## config.mk

```make
export PLATFORM = sky130hd
export DESIGN_NAME = bcd_time_and_calendar_counter_core
export DESIGN_NICKNAME = d
export VERILOG_FILES = /design/src/hw/rtl/rtcc_pkg.sv /design/src/hw/rtl/rtcc_cfg_regs.sv /design/src/hw/rtl/rtcc_time_step.sv /design/src/hw/rtl/rtcc_date_step.sv /design/src/hw/rtl/bcd_time_and_calendar_counter_core.sv
export SDC_FILE = /design/constraint.sdc
export NUM_CORES = 1
export LEC_CHECK = 0
export BUFFER_PORTS_ARGS = -buffer_cell sky130_fd_sc_hd__buf_2
export CORE_ASPECT_RATIO = 0.8
export CORE_MARGIN = 2
export CORE_UTILIZATION = 35
export CTS_CLUSTER_DIAMETER = 150
export CTS_CLUSTER_SIZE = 10
export DETAILED_ROUTE_END_ITERATION = 12
export MAX_ROUTING_LAYER = met4
export PLACE_DENSITY = 0.53
export SYNTH_ARGS = -nofsm -noshare
export SYNTH_HDL_FRONTEND = slang
export SYNTH_HIERARCHICAL = 1
export SYNTH_SLANG_ARGS = --single-unit
```

## constraint.sdc

```tcl
create_clock -name clk -period 8.83 [get_ports clk]
set_input_delay 0.4415 -clock clk [delete_from_list [all_inputs] [get_ports clk]]
set_output_delay 0.4415 -clock clk [all_outputs]
set_load 0.05 [all_outputs]
```

## src/hw/rtl/rtcc_pkg.sv

```systemverilog
`timescale 1ns / 1ps
package rtcc_pkg;

  localparam int unsigned TIME_W = 22;
  localparam int unsigned DATE_W = 32;
  localparam int unsigned CFG_ADDR_W = 3;
  localparam int unsigned CFG_DATA_W = 32;
  localparam int unsigned OUT_DATA_W = 56;

  localparam logic [TIME_W-1:0] TIME_RESET = '0;
  localparam logic [DATE_W-1:0] DATE_RESET = 32'h2017_0408;

  // item kinds carried on in_tuser
  typedef enum logic [1:0] {
    MODE_TICK      = 2'd0,
    MODE_LOAD_TIME = 2'd1,
    MODE_LOAD_DATE = 2'd2,
    MODE_UNUSED    = 2'd3
  } rtcc_mode_t;

  // register index, taken from paddr bit 2
  typedef enum logic {
    REG_ALARM_TIME = 1'b0,
    REG_ALARM_EN   = 1'b1
  } rtcc_reg_t;

  typedef struct packed {
    logic [TIME_W-1:0] alarm_time;
    logic              alarm_enable;
  } rtcc_cfg_t;

  // days in month 1..12, non-leap
  function automatic logic [4:0] month_days(input logic [3:0] month);
    logic [4:0] days;
    case (month)
      4'd2:                       days = 5'd28;
      4'd4, 4'd6, 4'd9, 4'd11:    days = 5'd30;
      default:                    days = 5'd31;
    endcase
    return days;
  endfunction

endpackage

```

## src/hw/rtl/rtcc_cfg_regs.sv

```systemverilog
`timescale 1ns / 1ps
module rtcc_cfg_regs
  import rtcc_pkg::*;
(
  input  logic                  clk,
  input  logic                  rst_n,
  input  logic                  psel,
  input  logic                  penable,
  input  logic                  pwrite,
  input  logic [CFG_ADDR_W-1:0] paddr,
  input  logic [CFG_DATA_W-1:0] pwdata,
  output logic [CFG_DATA_W-1:0] prdata,
  output rtcc_cfg_t             cfg
);

  rtcc_cfg_t cfg_r;
  rtcc_reg_t sel_reg;
  logic      wr_en;

  assign sel_reg = rtcc_reg_t'(paddr[2]);
  assign wr_en   = psel && penable && pwrite;

  always_ff @(posedge clk) begin
    if (!rst_n) begin
      cfg_r <= '0;
    end else if (wr_en) begin
      unique case (sel_reg)
        REG_ALARM_TIME: cfg_r.alarm_time   <= pwdata[TIME_W-1:0];
        REG_ALARM_EN:   cfg_r.alarm_enable <= pwdata[0];
        default:        cfg_r              <= cfg_r;
      endcase
    end
  end

  always_comb begin
    unique case (sel_reg)
      REG_ALARM_TIME: prdata = {{(CFG_DATA_W-TIME_W){1'b0}}, cfg_r.alarm_time};
      REG_ALARM_EN:   prdata = {{(CFG_DATA_W-1){1'b0}}, cfg_r.alarm_enable};
      default:        prdata = '0;
    endcase
  end

  assign cfg = cfg_r;

endmodule

```

## src/hw/rtl/rtcc_time_step.sv

```systemverilog
`timescale 1ns / 1ps
module rtcc_time_step
  import rtcc_pkg::*;
(
  input  logic [TIME_W-1:0] time_cur,
  output logic [TIME_W-1:0] time_nxt
);

  logic [3:0] s0, s1, m0, m1, h0;
  logic [1:0] ht;
  logic [3:0] s0_n, s1_n, m0_n, m1_n, h0_n;
  logic [1:0] ht_n;
  logic       c0, c1, c2, c3, c4;

  assign s0 = time_cur[3:0];
  assign s1 = time_cur[7:4];
  assign m0 = time_cur[11:8];
  assign m1 = time_cur[15:12];
  assign h0 = time_cur[19:16];
  assign ht = time_cur[21:20];

  // out-of-range digits clear and carry
  assign c0 = (s0 >= 4'd9);
  assign c1 = c0 && (s1 >= 4'd5);
  assign c2 = c1 && (m0 >= 4'd9);
  assign c3 = c2 && (m1 >= 4'd5);
  assign c4 = c3 && (h0 >= 4'd9);

  assign s0_n = c0 ? 4'd0 : s0 + 4'd1;
  assign s1_n = !c0 ? s1 : (c1 ? 4'd0 : s1 + 4'd1);
  assign m0_n = !c1 ? m0 : (c2 ? 4'd0 : m0 + 4'd1);
  assign m1_n = !c2 ? m1 : (c3 ? 4'd0 : m1 + 4'd1);
  assign h0_n = !c3 ? h0 : (c4 ? 4'd0 : h0 + 4'd1);
  assign ht_n = c4 ? ht + 2'd1 : ht;

  // hour range is checked only when the hour moved
  always_comb begin
    if (c3 && ({ht_n, h0_n} >= 6'h24)) begin
      time_nxt = '0;
    end else begin
      time_nxt = {ht_n, h0_n, m1_n, m0_n, s1_n, s0_n};
    end
  end

endmodule

```

## src/hw/rtl/rtcc_date_step.sv

```systemverilog
`timescale 1ns / 1ps
module rtcc_date_step
  import rtcc_pkg::*;
(
  input  logic [DATE_W-1:0] date_cur,
  output logic [DATE_W-1:0] date_nxt
);

  function automatic logic [7:0] to_bcd2(input logic [5:0] v);
    logic [7:0] r;
    if (v >= 6'd30)      r = {4'd3, 4'(v - 6'd30)};
    else if (v >= 6'd20) r = {4'd2, 4'(v - 6'd20)};
    else if (v >= 6'd10) r = {4'd1, 4'(v - 6'd10)};
    else                 r = {4'd0, v[3:0]};
    return r;
  endfunction

  logic [5:0]  day_p1;
  logic [4:0]  month;
  logic [7:0]  leap_sel;
  logic [7:0]  leap_tst;
  logic        leap;
  logic [5:0]  limit;
  logic        roll;
  logic [15:0] year_inc;
  logic        carry;
  logic [3:0]  dig;

  assign day_p1 = 6'(date_cur[3:0]) + 6'({date_cur[5:4], 3'b000})
                + 6'({date_cur[5:4], 1'b0}) + 6'd1;
  assign month  = 5'(date_cur[11:8]) + (date_cur[12] ? 5'd10 : 5'd0);

  // gregorian leap test on bcd digits
  assign leap_sel = (date_cur[23:16] != 8'h00) ? date_cur[23:16] : date_cur[31:24];
  assign leap_tst = leap_sel & 8'h13;
  assign leap     = (leap_tst == 8'h00) || (leap_tst == 8'h12);

  assign limit = 6'(month_days(month[3:0])) + ((month == 5'd2 && leap) ? 6'd1 : 6'd0);
  assign roll  = (month == 5'd0) || (month > 5'd12) || (day_p1 > limit);

  always_comb begin
    carry    = 1'b1;
    year_inc = date_cur[31:16];
    for (int k = 0; k < 4; k++) begin
      dig = date_cur[16 + 4*k +: 4];
      if (carry) begin
        if (dig >= 4'd9) begin
          year_inc[4*k +: 4] = 4'd0;
        end else begin
          year_inc[4*k +: 4] = dig + 4'd1;
          carry = 1'b0;
        end
      end
    end
  end

  always_comb begin
    if (!roll) begin
      date_nxt = {date_cur[31:8], to_bcd2(day_p1)};
    end else if (month == 5'd0) begin
      date_nxt = {date_cur[31:16], 16'h0101};
    end else if (month < 5'd12) begin
      date_nxt = {date_cur[31:16], to_bcd2(6'(month) + 6'd1), 8'h01};
    end else begin
      date_nxt = {year_inc, 16'h0101};
    end
  end

endmodule

```

## src/hw/rtl/bcd_time_and_calendar_counter_core.sv

```systemverilog
`timescale 1ns / 1ps
// path: the input beat is captured in the input register (stage 1), and its result is
// written from there to the result register, which holds it while out_tready is low
// throughput: one item per cycle while out_tready stays high; the time and date update is a
// single pass of carry logic between the input register and the result register
// reset (synchronous, rst_n low): time 00:00:00, date 2017-04-08, alarm registers cleared,
// both pipeline stages emptied
module bcd_time_and_calendar_counter_core
  import rtcc_pkg::*;
(
  input  logic                  clk,
  input  logic                  rst_n,
  // input channel
  input  logic                  in_tvalid,
  output logic                  in_tready,
  input  logic [31:0]           in_tdata,   // [31:0] load_value
  input  logic [1:0]            in_tuser,   // [1:0] mode
  // result channel
  output logic                  out_tvalid,
  input  logic                  out_tready,
  output logic [OUT_DATA_W-1:0] out_tdata,  // [21:0] time_bcd, [53:22] date_bcd,
                                            // [54] alarm_hit, [55] new_day
  // configuration port
  input  logic                  cfg_psel,
  input  logic                  cfg_penable,
  input  logic                  cfg_pwrite,
  input  logic [CFG_ADDR_W-1:0] cfg_paddr,
  input  logic [CFG_DATA_W-1:0] cfg_pwdata,
  output logic [CFG_DATA_W-1:0] cfg_prdata,
  output logic                  cfg_pready
);

  rtcc_cfg_t cfg;

  // input register stage
  logic              s1_valid_r;
  rtcc_mode_t        s1_mode_r;
  logic [31:0]       s1_load_r;

  // clock and calendar state
  logic [TIME_W-1:0] time_r, time_nxt;
  logic [DATE_W-1:0] date_r, date_nxt;

  // result register stage
  logic                  out_valid_r;
  logic [OUT_DATA_W-1:0] out_data_r, out_data_nxt;

  logic [TIME_W-1:0] tick_time;
  logic [DATE_W-1:0] tick_date;
  logic              alarm_hit, new_day;
  logic              advance;
  logic              in_beat;

  assign cfg_pready = 1'b1;

  rtcc_cfg_regs u_cfg (
    .clk     (clk),
    .rst_n   (rst_n),
    .psel    (cfg_psel),
    .penable (cfg_penable),
    .pwrite  (cfg_pwrite),
    .paddr   (cfg_paddr),
    .pwdata  (cfg_pwdata),
    .prdata  (cfg_prdata),
    .cfg     (cfg)
  );

  rtcc_time_step u_time (
    .time_cur (time_r),
    .time_nxt (tick_time)
  );

  rtcc_date_step u_date (
    .date_cur (date_r),
    .date_nxt (tick_date)
  );

  // stage 1 moves on whenever the result register is free or being drained
  assign advance   = s1_valid_r && (!out_valid_r || out_tready);
  assign in_tready = !s1_valid_r || advance;
  assign in_beat   = in_tvalid && in_tready;

  // one pass: next time, next date and flags for the item in stage 1
  always_comb begin
    time_nxt  = time_r;
    date_nxt  = date_r;
    alarm_hit = 1'b0;
    new_day   = 1'b0;
    unique case (s1_mode_r)
      MODE_TICK: begin
        time_nxt  = tick_time;
        alarm_hit = cfg.alarm_enable && (tick_time == cfg.alarm_time);
        if (tick_time == '0) begin
          // midnight wrap advances the calendar
          date_nxt = tick_date;
          new_day  = 1'b1;
        end
      end
      MODE_LOAD_TIME: time_nxt = s1_load_r[TIME_W-1:0];
      MODE_LOAD_DATE: date_nxt = s1_load_r;
      MODE_UNUSED: begin
        time_nxt = time_r;
      end
      default: begin
        time_nxt = time_r;
      end
    endcase
    out_data_nxt = {new_day, alarm_hit, date_nxt, time_nxt};
  end

  always_ff @(posedge clk) begin
    if (!rst_n) begin
      s1_valid_r  <= 1'b0;
      out_valid_r <= 1'b0;
      time_r      <= TIME_RESET;
      date_r      <= DATE_RESET;
    end else begin
      if (in_beat) begin
        s1_valid_r <= 1'b1;
      end else if (advance) begin
        s1_valid_r <= 1'b0;
      end
      if (advance) begin
        out_valid_r <= 1'b1;
        time_r      <= time_nxt;
        date_r      <= date_nxt;
      end else if (out_tready) begin
        out_valid_r <= 1'b0;
      end
    end
  end

  // payload registers
  always_ff @(posedge clk) begin
    if (in_beat) begin
      s1_mode_r <= rtcc_mode_t'(in_tuser);
      s1_load_r <= in_tdata;
    end
    if (advance) begin
      out_data_r <= out_data_nxt;
    end
  end

  assign out_tvalid = out_valid_r;
  assign out_tdata  = out_data_r;

endmodule

```

==> run metrics, run 1 <==
status complete, no violations; setup ws final 3.158 ns; Final Max Slew Viols 0; gr busiest metal met1; Hold Slack 0.1700 ns; main combinational cell family by area after synthesis simple AND/OR/NAND/NOR gates; WL/cell a little under 20 microns; leakage 5.083 nW; Clk Latency, worst-skew pair 0.44 ns; mux contribution to synthesized area 9.756%; via count 9537; Finished Layout Cells 1743; Slew headroom 21.56%; fin area 12700 sq um; routed wire length approximately 34000 microns; # placed instances 1709; Nets 1446; Pwr Total 2.057 mW; peak supply drop 0.1540 mV; adder-cell share of the synthesized area 7.020%; Post-synth ARST share 0%; clk root buf clkbuf_16; Die X about 200 microns; setup TNS 0 ns; Vias/cell 5.472; initial antenna violation count 2; worst slack, placed 3.257 ns; starting density of the core 35.51%; post-synthesis register bit count 169; worst path arrival time approximately 5.7 ns; Tcrit/Tclk final 64.24%; Worst Setup End Kind register; post-synthesis xor/xnor area fraction 2.960%; Port Buffers ~140; Clock transition at path regs 0.07 ns; layout cells sized above 1 approximately 18%; Hold Fails Final Rpt 0; post-synth cell types 88; Setup crit start kind register; Antenna Nets Post-Route 0; Mapped Cells 1215; Die Span Y roughly 160 microns; final setup vio count 0; skew final ~0.013 ns; vias in the first global route 8857; GR Util met3 3.552%; grt met1 use 30.35%; Post-synth EDFFs 90; post-cts resize count 0; simple-gate share of the synthesized area 18.54%; synthesized cell area 11160 sq um; fmax 0.1763 GHz; total CTS buffers 17; wire length of the first global-routing pass 51700 microns; CP max FO 18; RSZ-0062 raised after global routing false; DRT Pass-1 Iters 5; Hold Crit Class in -> reg; H-Tree Depth 4; Post CTS Setup Buffer Count 0; Yosys warnings 6; Die Area 33330 sq um; Multi-input gate area 6161 sq um; drt drc 0; CTS tree yes; Ports 167; Pwr per Cell Area 162.0 nW/um^2; post-DP HPWL around 23000 microns; syn avg cell area between 9 and 10 sq um; actual slew at the worst max-slew pin between 1 and 1.5 ns; area grow syn2layout 13.83%; grt ovf 0; starting DRC count in detailed routing 966; MaxCap Viol Count 0; Crit path required time 8.87 ns; most frequent cells in the layout buf_2 (143), nand2_1 (138), mux2i_1 (99), nor2_1 (91), edfxtp_1 (90); Filler cells between 3000 and 4000; Core Region 31420 sq um; grt met2 use 29.50%; Longest Clk Path Bufs 2; largest net degree at the start of global routing 78; Seq/Total Area, Yosys 38.39%; placed inst area 12080 sq um; min cycle time layout 5.672 ns; most common cell after layout, fill and taps aside buf_2; fin util 40.42%; critical path class reg -> reg; Hold Buf Count CTS 0; Compound-Gate Fraction of Synth Area between 15 and 20%; Sink Count 169; FP Rows 58; Global Route Usage Sum 20.86%; gpl congestion 0.8942; register cell area after layout 4284 sq um; Post-synth top flop edfxtp_1
logic make-up (layout without fill, tap and decap cells):
kind of cell,count (synthesis),in the layout
xor+xnor,36,36
buf+inv,165,261
flops,169,169
mux,107,107
fa+ha+maj,62,62
compound gates,257,257
simple gates,416,416
other cells,3,15
worst paths after layout:
path	from	endpoint	slack, ns	cells past startpoint
worst min-delay path	in_tdata[28]	s1_load_r[28]$_DFFE_PP_	0.17	1
worst max register to register	date_r[12]$_SDFFE_PN0P_	out_tdata[53]$_DFFE_PP_	3.16	19
worst max-delay path	date_r[12]$_SDFFE_PN0P_	out_tdata[53]$_DFFE_PP_	3.16	19
worst min register to register	u_cfg/cfg[1]$_SDFFE_PN0P_	u_cfg/cfg[1]$_SDFFE_PN0P_	0.49	2
routing by layer:
layer / vias up / part of all wire [%] / routed length [microns]
met5: - / 0 / 0
met4: 0 / 1.8 / 606
met3: 32 / 4.5 / 1530
met2: 258 / 43 / 14580
met1: 4645 / 51 / 17340
li1: 4602 / - / -
final cells by class:
class                           instances  area share (%)
Inverter                               68           2.010
Sequential cell                       169           33.73
Clock buffer                           22           4.167
Timing Repair Buffer                  161           6.699
Multi-Input combinational cell        891           48.51
Tap cell                              420           4.138
Clock inverter                         10          0.7093
Antenna cell                            2         0.03941
registers in the layout, indices dropped and copies added, names as in the netlist:
register    cells
out_tdata      56
date_r         32
s1_load_r      32
u_cfg/cfg      23
time_r         22
s1_mode_r       2
out_tvalid      1
s1_valid_r      1
power by group:
part / total (mW) / switching (mW) / internal (mW)
clock: 0.796 / 0.358 / 0.438
sequential: 0.895 / 0.0283 / 0.867
combinational: 0.366 / 0.258 / 0.108
total: 2.06 / 0.644 / 1.41
critical path, stage by stage, from the launching register on:
cell      delay (ns)
dfxtp_1         0.35
ha_1            0.23
ha_1            0.24
xnor2_1         0.66
nor3_1          0.11
nor2_1          0.14
ha_1            0.18
ha_1            0.25
inv_1           0.10
ha_1            0.34
nand2_1         0.08
o21bai_1        0.16
and2_1          0.16
o32a_1          0.33
a31oi_2         0.56
buf_4           0.39
nand3_1         0.21
o21a_1          0.28
nand4_1         0.08
o311ai_0        0.38
Yosys cell counts (4+ instances only):
cell type	number	area, sq um
nand2_1	138	518.0
mux2i_1	99	991.0
nor2_1	93	349.1
edfxtp_1	90	2703
dfxtp_1	79	1582
inv_1	68	255.2
ha_1	61	763.2
o21ai_0	56	280.3
clkbuf_1	54	202.7
a21oi_1	51	255.2
nand4_1	42	262.8
nor2b_1	30	187.7
o311ai_0	30	262.8
or3_1	28	175.2
a32o_1	25	250.2
nand3_1	21	105.1
xnor2_1	19	166.4
nor4_1	15	93.84
xor2_1	15	131.4
buf_4	14	105.1
buf_2	12	60.06
o21ai_1	11	55.05
a211o_1	8	70.07
nor3_1	8	40.04
a2111oi_0	7	61.31
a311o_1	7	70.07
and2_1	7	43.79
buf_6	7	78.83
a31oi_1	6	37.54
buf_1	6	22.52
mux2_2	6	67.56
nand2b_1	6	37.54
o22ai_1	5	31.28
a211oi_1	4	30.03
a21o_1	4	30.03
o211ai_1	4	30.03
o21a_1	4	30.03
or2_2	4	25.02
Power figures use the tool's default switching activity.
==> run 2: changes to the inputs <==
--- a/config.mk
+++ b/config.mk
@@ -13,7 +13,7 @@
 export CTS_CLUSTER_SIZE = 10
 export DETAILED_ROUTE_END_ITERATION = 12
 export MAX_ROUTING_LAYER = met4
-export PLACE_DENSITY = 0.53
+export PLACE_DENSITY = 0.55
 export SYNTH_ARGS = -nofsm -noshare
 export SYNTH_HDL_FRONTEND = slang
 export SYNTH_HIERARCHICAL = 1
==> constraint.sdc (replaced) <==
create_clock -name clk -period 4.8 [get_ports clk]
set_input_delay 0.24 -clock clk [delete_from_list [all_inputs] [get_ports clk]]
set_output_delay 0.24 -clock clk [all_outputs]
set_load 0.05 [all_outputs]
==> run 2 against run 1 <==
- largest power group unchanged
- clock power rose by 87%
- global-route usage is 0.37 points higher
- highest routed layer unchanged
- critical endpoint is now date_r[28]$_SDFFE_PN0P_
- critical path depth stayed put
- fmax rose by 27%
==> run metrics, run 2 (synthesized netlist as in run 1, its figures left out) <==
Longest Clk Path Bufs 2 (unchanged); gpl congestion 0.8496 (-5.0%); Max stage delay on crit path 0.51 ns (-0.15 ns); CTS tree yes; total CTS buffers 17 (unchanged); vias in the first global route 9282 (+4.8%); largest net degree at the start of global routing 71 (-9.0%); Vias/cell 5.409 (-1.1%); routed wire length 34320 microns (+0.76%); leakage 5.372 nW (+5.7%); Largest register FFs 56 (unchanged); Pwr per Cell Area 290.2 nW/um^2 (+79%); Slew headroom 10.01% (-12 points); DRT Pass-1 Iters 5 (unchanged); area grow syn2layout 19.06%; clk root buf clkbuf_16; Inserted Diodes 0 (-2); fmax 0.2245 GHz (+27%); RSZ-0062 raised after global routing false; Sink Count 169 (unchanged); crit-path cells inv_1 > ha_1 > nand3_1 > or4_1 > a211oi_1 > ha_1 > ha_1 > inv_1 > ha_1 > nand2_1 > o21bai_1 > and2_1 > o32a_1 > a31oi_2 > buf_4 > nand3_1 > mux2_2 > or3_1 > a32o_1; drt drc 0 (unchanged); initial antenna violation count 0 (-2); Final Max Slew Viols 0 (unchanged); most used cell, CP ha_1; starting density of the core 35.51% (unchanged); WHS Endpoint u_cfg/cfg[6]$_SDFFE_PN0P_; R2R Setup Slk 0.35 ns (-2.81 ns); Hold Slack 0.02734 ns (-0.1427 ns); Worst Path Buf+Inv 3 (+1); Hold Crit Class in -> reg; MaxCap Viol Count 0 (unchanged); Worst Setup End Kind register; hold depth 3 (+2); setup TNS 0 ns (unchanged); Ports 167 (unchanged); most common cell after layout, fill and taps aside buf_2; Hold Fails Final Rpt 0 (unchanged); Clock transition at path regs 0.08 ns (about the same); actual slew at the worst max-slew pin 1.345 ns (+0.1682 ns); min cycle time layout 4.455 ns (-1.218 ns); starting DRC count in detailed routing 815 (-16%); worst path arrival time 4.80 ns (-0.91 ns); status complete, no violations; Antenna Nets Post-Route 0 (unchanged); wire length of the first global-routing pass 53090 microns (+2.7%); most frequent cells in the layout buf_2 (143), nand2_1 (138), mux2i_1 (99), nor2_1 (91), edfxtp_1 (90); layout cells sized above 1 18.90% (+1.0 points); skew final 0.01678 ns (+0.003945 ns); Clk Latency, worst-skew pair 0.46 ns (+0.02 ns); Crit path required time 5.14 ns (-3.73 ns); post-DP HPWL 24070 microns (+4.4%); FP Rows 58 (unchanged); final setup vio count 0 (unchanged); Tcrit/Tclk final 92.80% (+29 points); Nets 1511 (+4.5%); Die X 203.6 microns (unchanged); Post CTS Setup Buffer Count 0 (unchanged); Slowest cell on crit path or4_1; grt ovf 0 (unchanged); Port Buffers 143 (unchanged); Die Area 33330 sq um (unchanged); min-delay src cfg_pwdata[5]; r2r endpoint date_r[28]$_SDFFE_PN0P_; CP max FO 6 (-12); Setup crit start kind register; via count 9769 (+2.4%); crit-path leading delay family simple AND/OR/NAND/NOR gates; Core Region 31420 sq um (unchanged); reg2reg start date_r[21]$_SDFFE_PN0P_; H-Tree Depth 4 (unchanged); CP Depth 19 (unchanged); Global Route Usage Sum 21.23% (+0.37 points); R2R depth 19 (unchanged); WL/cell 19.00 microns (-2.8%); Die Span Y 163.7 microns (unchanged); critical path class reg -> reg; peak supply drop 0.2240 mV (+45%)
[run 2: area by class of cell]
type | count | area [sq um]
fillers | 3088 | 18140
multi-input cells | 891 | 6160
flip-flops and latches | 169 | 4284
repair buffers | 226 | 1446
well taps | 420 | 525.5
clock buffers | 18 | 429.2
inverters | 68 | 255.2
clock inverters | 14 | 185.2
[run 2: worst max path at each step]
stage	start	to	slack (ns)
floorplan	date_r[9]$_SDFFE_PN0P_	date_r[24]$_SDFFE_PN0P_	0.48
global placement	date_r[21]$_SDFFE_PN0P_	date_r[28]$_SDFFE_PN0P_	0.36
detailed placement	date_r[21]$_SDFFE_PN0P_	out_tdata[39]$_DFFE_PP_	0.33
CTS	date_r[21]$_SDFFE_PN0P_	out_tdata[39]$_DFFE_PP_	0.31
global route	date_r[12]$_SDFFE_PN0P_	out_tdata[52]$_DFFE_PP_	0.01
finish	date_r[21]$_SDFFE_PN0P_	date_r[28]$_SDFFE_PN0P_	0.35
[run 2: worst reg2reg max path: cells and delay by family (launching register included)]
family / cells / cell delay (ns)
AOI/OAI and AO/OA: 5 / 1.13
DFF: 1 / 0.31
muxes: 1 / 0.34
and+or+nand+nor: 6 / 1.35
adders and majority gates: 4 / 0.84
buffers and inverters: 3 / 0.40
[run 2: timing repair]
item / in CTS / in global routing
endpoints found under the hold margin: 38 / 0
gates resized for setup: 0 / 0
hold buffers: 38 / 0
setup endpoints to repair: 0 / 0
[run 2: layer usage]
metal | share of wire [%] | up-vias | GRT usage (%) | routed length (microns)
met2 | 43 | 323 | 30.63 | 14850
met4 | 1.5 | 0 | 5.674 | 514
met5 | 0 | - | - | 0
met1 | 49 | 4683 | 30.35 | 16890
met3 | 6.0 | 30 | 3.869 | 2068
li1 | - | 4733 | - | -
[run 2: power by group]
| part | internal [mW] | total, mW | switching, mW |
|---|---|---|---|
| Combinational | 0.236 | 0.719 | 0.483 |
| Sequential | 1.59 | 1.65 | 0.0515 |
| Clock | 0.834 | 1.49 | 0.656 |
[run 2: per-stage QoR]
stage | setup slack, ns | total power [mW] | cell area, sq um | util (%) | std cells
finish | 0.3454 | 3.856 | 13290 | 42.28 | 1806
detailed placement | 0.3344 | 2.367 | 12290 | 39.11 | 1736
global placement | 0.3576 | 2.359 | 12290 | 39.11 | 1736
floorplan | 0.4824 | 2.162 | 11200 | - | 1225
CTS | 0.3096 | 3.883 | 13290 | 42.28 | 1806
global route | 0.01090 | 4.014 | 13290 | 42.28 | 1806
==> run 3: changes to the inputs <==
--- a/config.mk
+++ b/config.mk
@@ -14,6 +14,7 @@
 export DETAILED_ROUTE_END_ITERATION = 12
 export MAX_ROUTING_LAYER = met4
 export PLACE_DENSITY = 0.55
+export RECOVER_POWER = 50
 export SYNTH_ARGS = -nofsm -noshare
 export SYNTH_HDL_FRONTEND = slang
 export SYNTH_HIERARCHICAL = 1
==> run 3 against run 2 <==
- the run now ends with capacitance limit, slew limit left
- global-route usage unchanged
- critical path depth unchanged
- clock-buffer cell count unchanged
- via count decreased by 0.17%
- clock power about the same
- clock skew increased by 0.0030 ns
- utilization decreased by 0.38 points
- largest cell class unchanged
- largest power group unchanged
- highest routed layer unchanged
==> run metrics, run 3 (synthesized netlist as in run 1, its figures left out) <==
CTS tree yes; Hold Crit Class in -> reg; clk root buf clkbuf_16; Die X 203.6 microns (unchanged); Slew headroom -31.51% (-42 points); layout cells sized above 1 12.34% (-6.6 points); CP Depth 19 (unchanged); WL/cell 19.07 microns (+0.36%); grt ovf 0 (unchanged); Worst Path Buf+Inv 3 (unchanged); most common cell after layout, fill and taps aside nand2_1; Filler cells 3132 (+1.4%); Crit path required time 5.14 ns (about the same); Longest Clk Path Bufs 2 (unchanged); fin util 41.90% (-0.38 points); Pwr per Cell Area 292.4 nW/um^2 (+0.74%); total CTS buffers 17 (unchanged); setup ws final 0.3282 ns (-0.01721 ns); Nets 1511 (unchanged); Clock transition at path regs 0.08 ns (about the same); starting density of the core 35.51% (unchanged); FP Rows 58 (unchanged); Vias/cell 5.400 (-0.17%); post-DP HPWL 24070 microns (unchanged); RSZ-0062 raised after global routing false; final setup vio count 0 (unchanged); Final Max Slew Viols 56 (+56); Sink Count 169 (unchanged); R2R depth 19 (unchanged); Die Area 33330 sq um (unchanged); drt drc 0 (unchanged); worst slack, placed 0.3344 ns (unchanged); Hold Fails Final Rpt 0 (unchanged); critical path class reg -> reg; Ports 167 (unchanged); actual slew at the worst max-slew pin 1.973 ns (+0.6278 ns); largest net degree at the start of global routing 71 (unchanged); worst path arrival time 4.82 ns (+0.02 ns); crit-path cells inv_1 > ha_1 > nand2b_1 > or4_1 > a211oi_1 > ha_1 > ha_1 > inv_1 > ha_1 > nand2_1 > o21bai_1 > and2_1 > o32a_1 > a31oi_2 > buf_4 > nand3_1 > mux2_2 > or3_1 > a32o_1; post-cts resize count 0 (unchanged); Tcrit/Tclk final 93.16% (+0.36 points); CP max FO 6 (unchanged); wire length of the first global-routing pass 53090 microns (unchanged); most used cell, CP ha_1; H-Tree Depth 4 (unchanged); Worst Setup End Kind register; Largest register FFs 56 (unchanged); Global Route Usage Sum 21.23% (unchanged); skew final 0.01980 ns (+0.003023 ns); Slowest cell on crit path or4_1; Max stage delay on crit path 0.55 ns (+0.04 ns); initial antenna violation count 0 (unchanged); peak supply drop 0.2240 mV (about the same); most frequent cells in the layout nand2_1 (138), mux2i_1 (99), nor2_1 (91), clkbuf_1 (91), edfxtp_1 (90); MaxCap Viol Count 2 (+2); gpl congestion 0.8496 (unchanged); Pwr Total 3.849 mW (-0.17%); Die Span Y 163.7 microns (unchanged); status finished with violations; fin area 13170 sq um (-0.90%); fmax 0.2236 GHz (-0.38%); vias in the first global route 9282 (unchanged); starting DRC count in detailed routing 853 (+4.7%); Inserted Diodes 0 (unchanged); area grow syn2layout 17.99%; Setup crit start kind register; via count 9752 (-0.17%); hold depth 3 (unchanged); Antenna Nets Post-Route 0 (unchanged); Port Buffers 143 (unchanged); min cycle time layout 4.472 ns (+0.01722 ns); setup TNS 0 ns (unchanged); Core Region 31420 sq um (unchanged); routed wire length 34440 microns (+0.36%); leakage 5.078 nW (-5.5%); crit-path leading delay family simple AND/OR/NAND/NOR gates; placed inst area 12290 sq um (unchanged); Clk Latency, worst-skew pair 0.46 ns (about the same); DRT Pass-1 Iters 6 (+1); violated checks capacitance limit, slew limit
[run 3: cell count changes in the layout (fill, tap and decap cells not counted)]
cell,delta
buf_4,-3
inv_2,-1
buf_2,-87
inv_1,+1
clkbuf_1,+90
[run 3: final timing paths]
path / startpoint / endpoint / slack [ns]
worst max register to register: date_r[16]$_SDFFE_PN1P_ / date_r[28]$_SDFFE_PN0P_ / 0.33
worst min-delay path: cfg_pwdata[20] / u_cfg/cfg[21]$_SDFFE_PN0P_ / 0.02
worst min register to register: u_cfg/cfg[17]$_SDFFE_PN0P_ / u_cfg/cfg[17]$_SDFFE_PN0P_ / 0.48
worst max-delay path: date_r[16]$_SDFFE_PN1P_ / date_r[28]$_SDFFE_PN0P_ / 0.33
[run 3: layer usage]
layer	vias to the layer above	GRT usage, %	share of wire, %
li1	4734	-	-
met1	4698	30.35	50
met2	290	30.63	43
met3	30	3.869	5.1
met4	0	5.674	1.4
met5	-	-	0
[run 3: stage by stage]
| stage | hold WS, ns | cells |
|---|---|---|
| 2_1_floorplan | 0.3389 | 1225 |
| 3_3_place_gp | 0.4186 | 1736 |
| 3_5_place_dp | 0.4181 | 1736 |
| 4_1_cts | 0.002212 | 1806 |
| 5_1_grt | 0.007445 | 1806 |
| 6_report | 0.02390 | 1806 |
[run 3: worst register-to-register path, stage by stage (launching register included)]
cell	delay (ns)
dfxtp_1	0.31
inv_1	0.11
ha_1	0.16
nand2b_1	0.08
or4_1	0.55
a211oi_1	0.27
ha_1	0.21
ha_1	0.16
inv_1	0.07
ha_1	0.29
nand2_1	0.07
o21bai_1	0.16
and2_1	0.16
o32a_1	0.34
a31oi_2	0.15
buf_4	0.20
nand3_1	0.15
mux2_2	0.34
or3_1	0.38
a32o_1	0.22
[run 3: where the power goes]
group          internal, mW  switching, mW  leakage (nW)
clock network         0.834          0.656         0.296
registers              1.60         0.0522          1.51
logic                 0.228          0.484          3.27
total                  2.66           1.19          5.08
[run 3: what timing repair did]
action,4_1_cts,5_1_grt
buffers inserted,0,0
hold buffers,38,0
endpoints found under the hold margin,38,0
[run 3: final cells by class]
cell class	count	area, sq um	area share (%)
flip-flops and latches	169	4284	32.54
well taps	420	525.5	3.992
clock inverters	14	185.2	1.407
inverters	68	255.2	1.939
repair buffers	226	1326	10.07
multi-input cells	891	6160	46.79
clock buffers	18	429.2	3.260
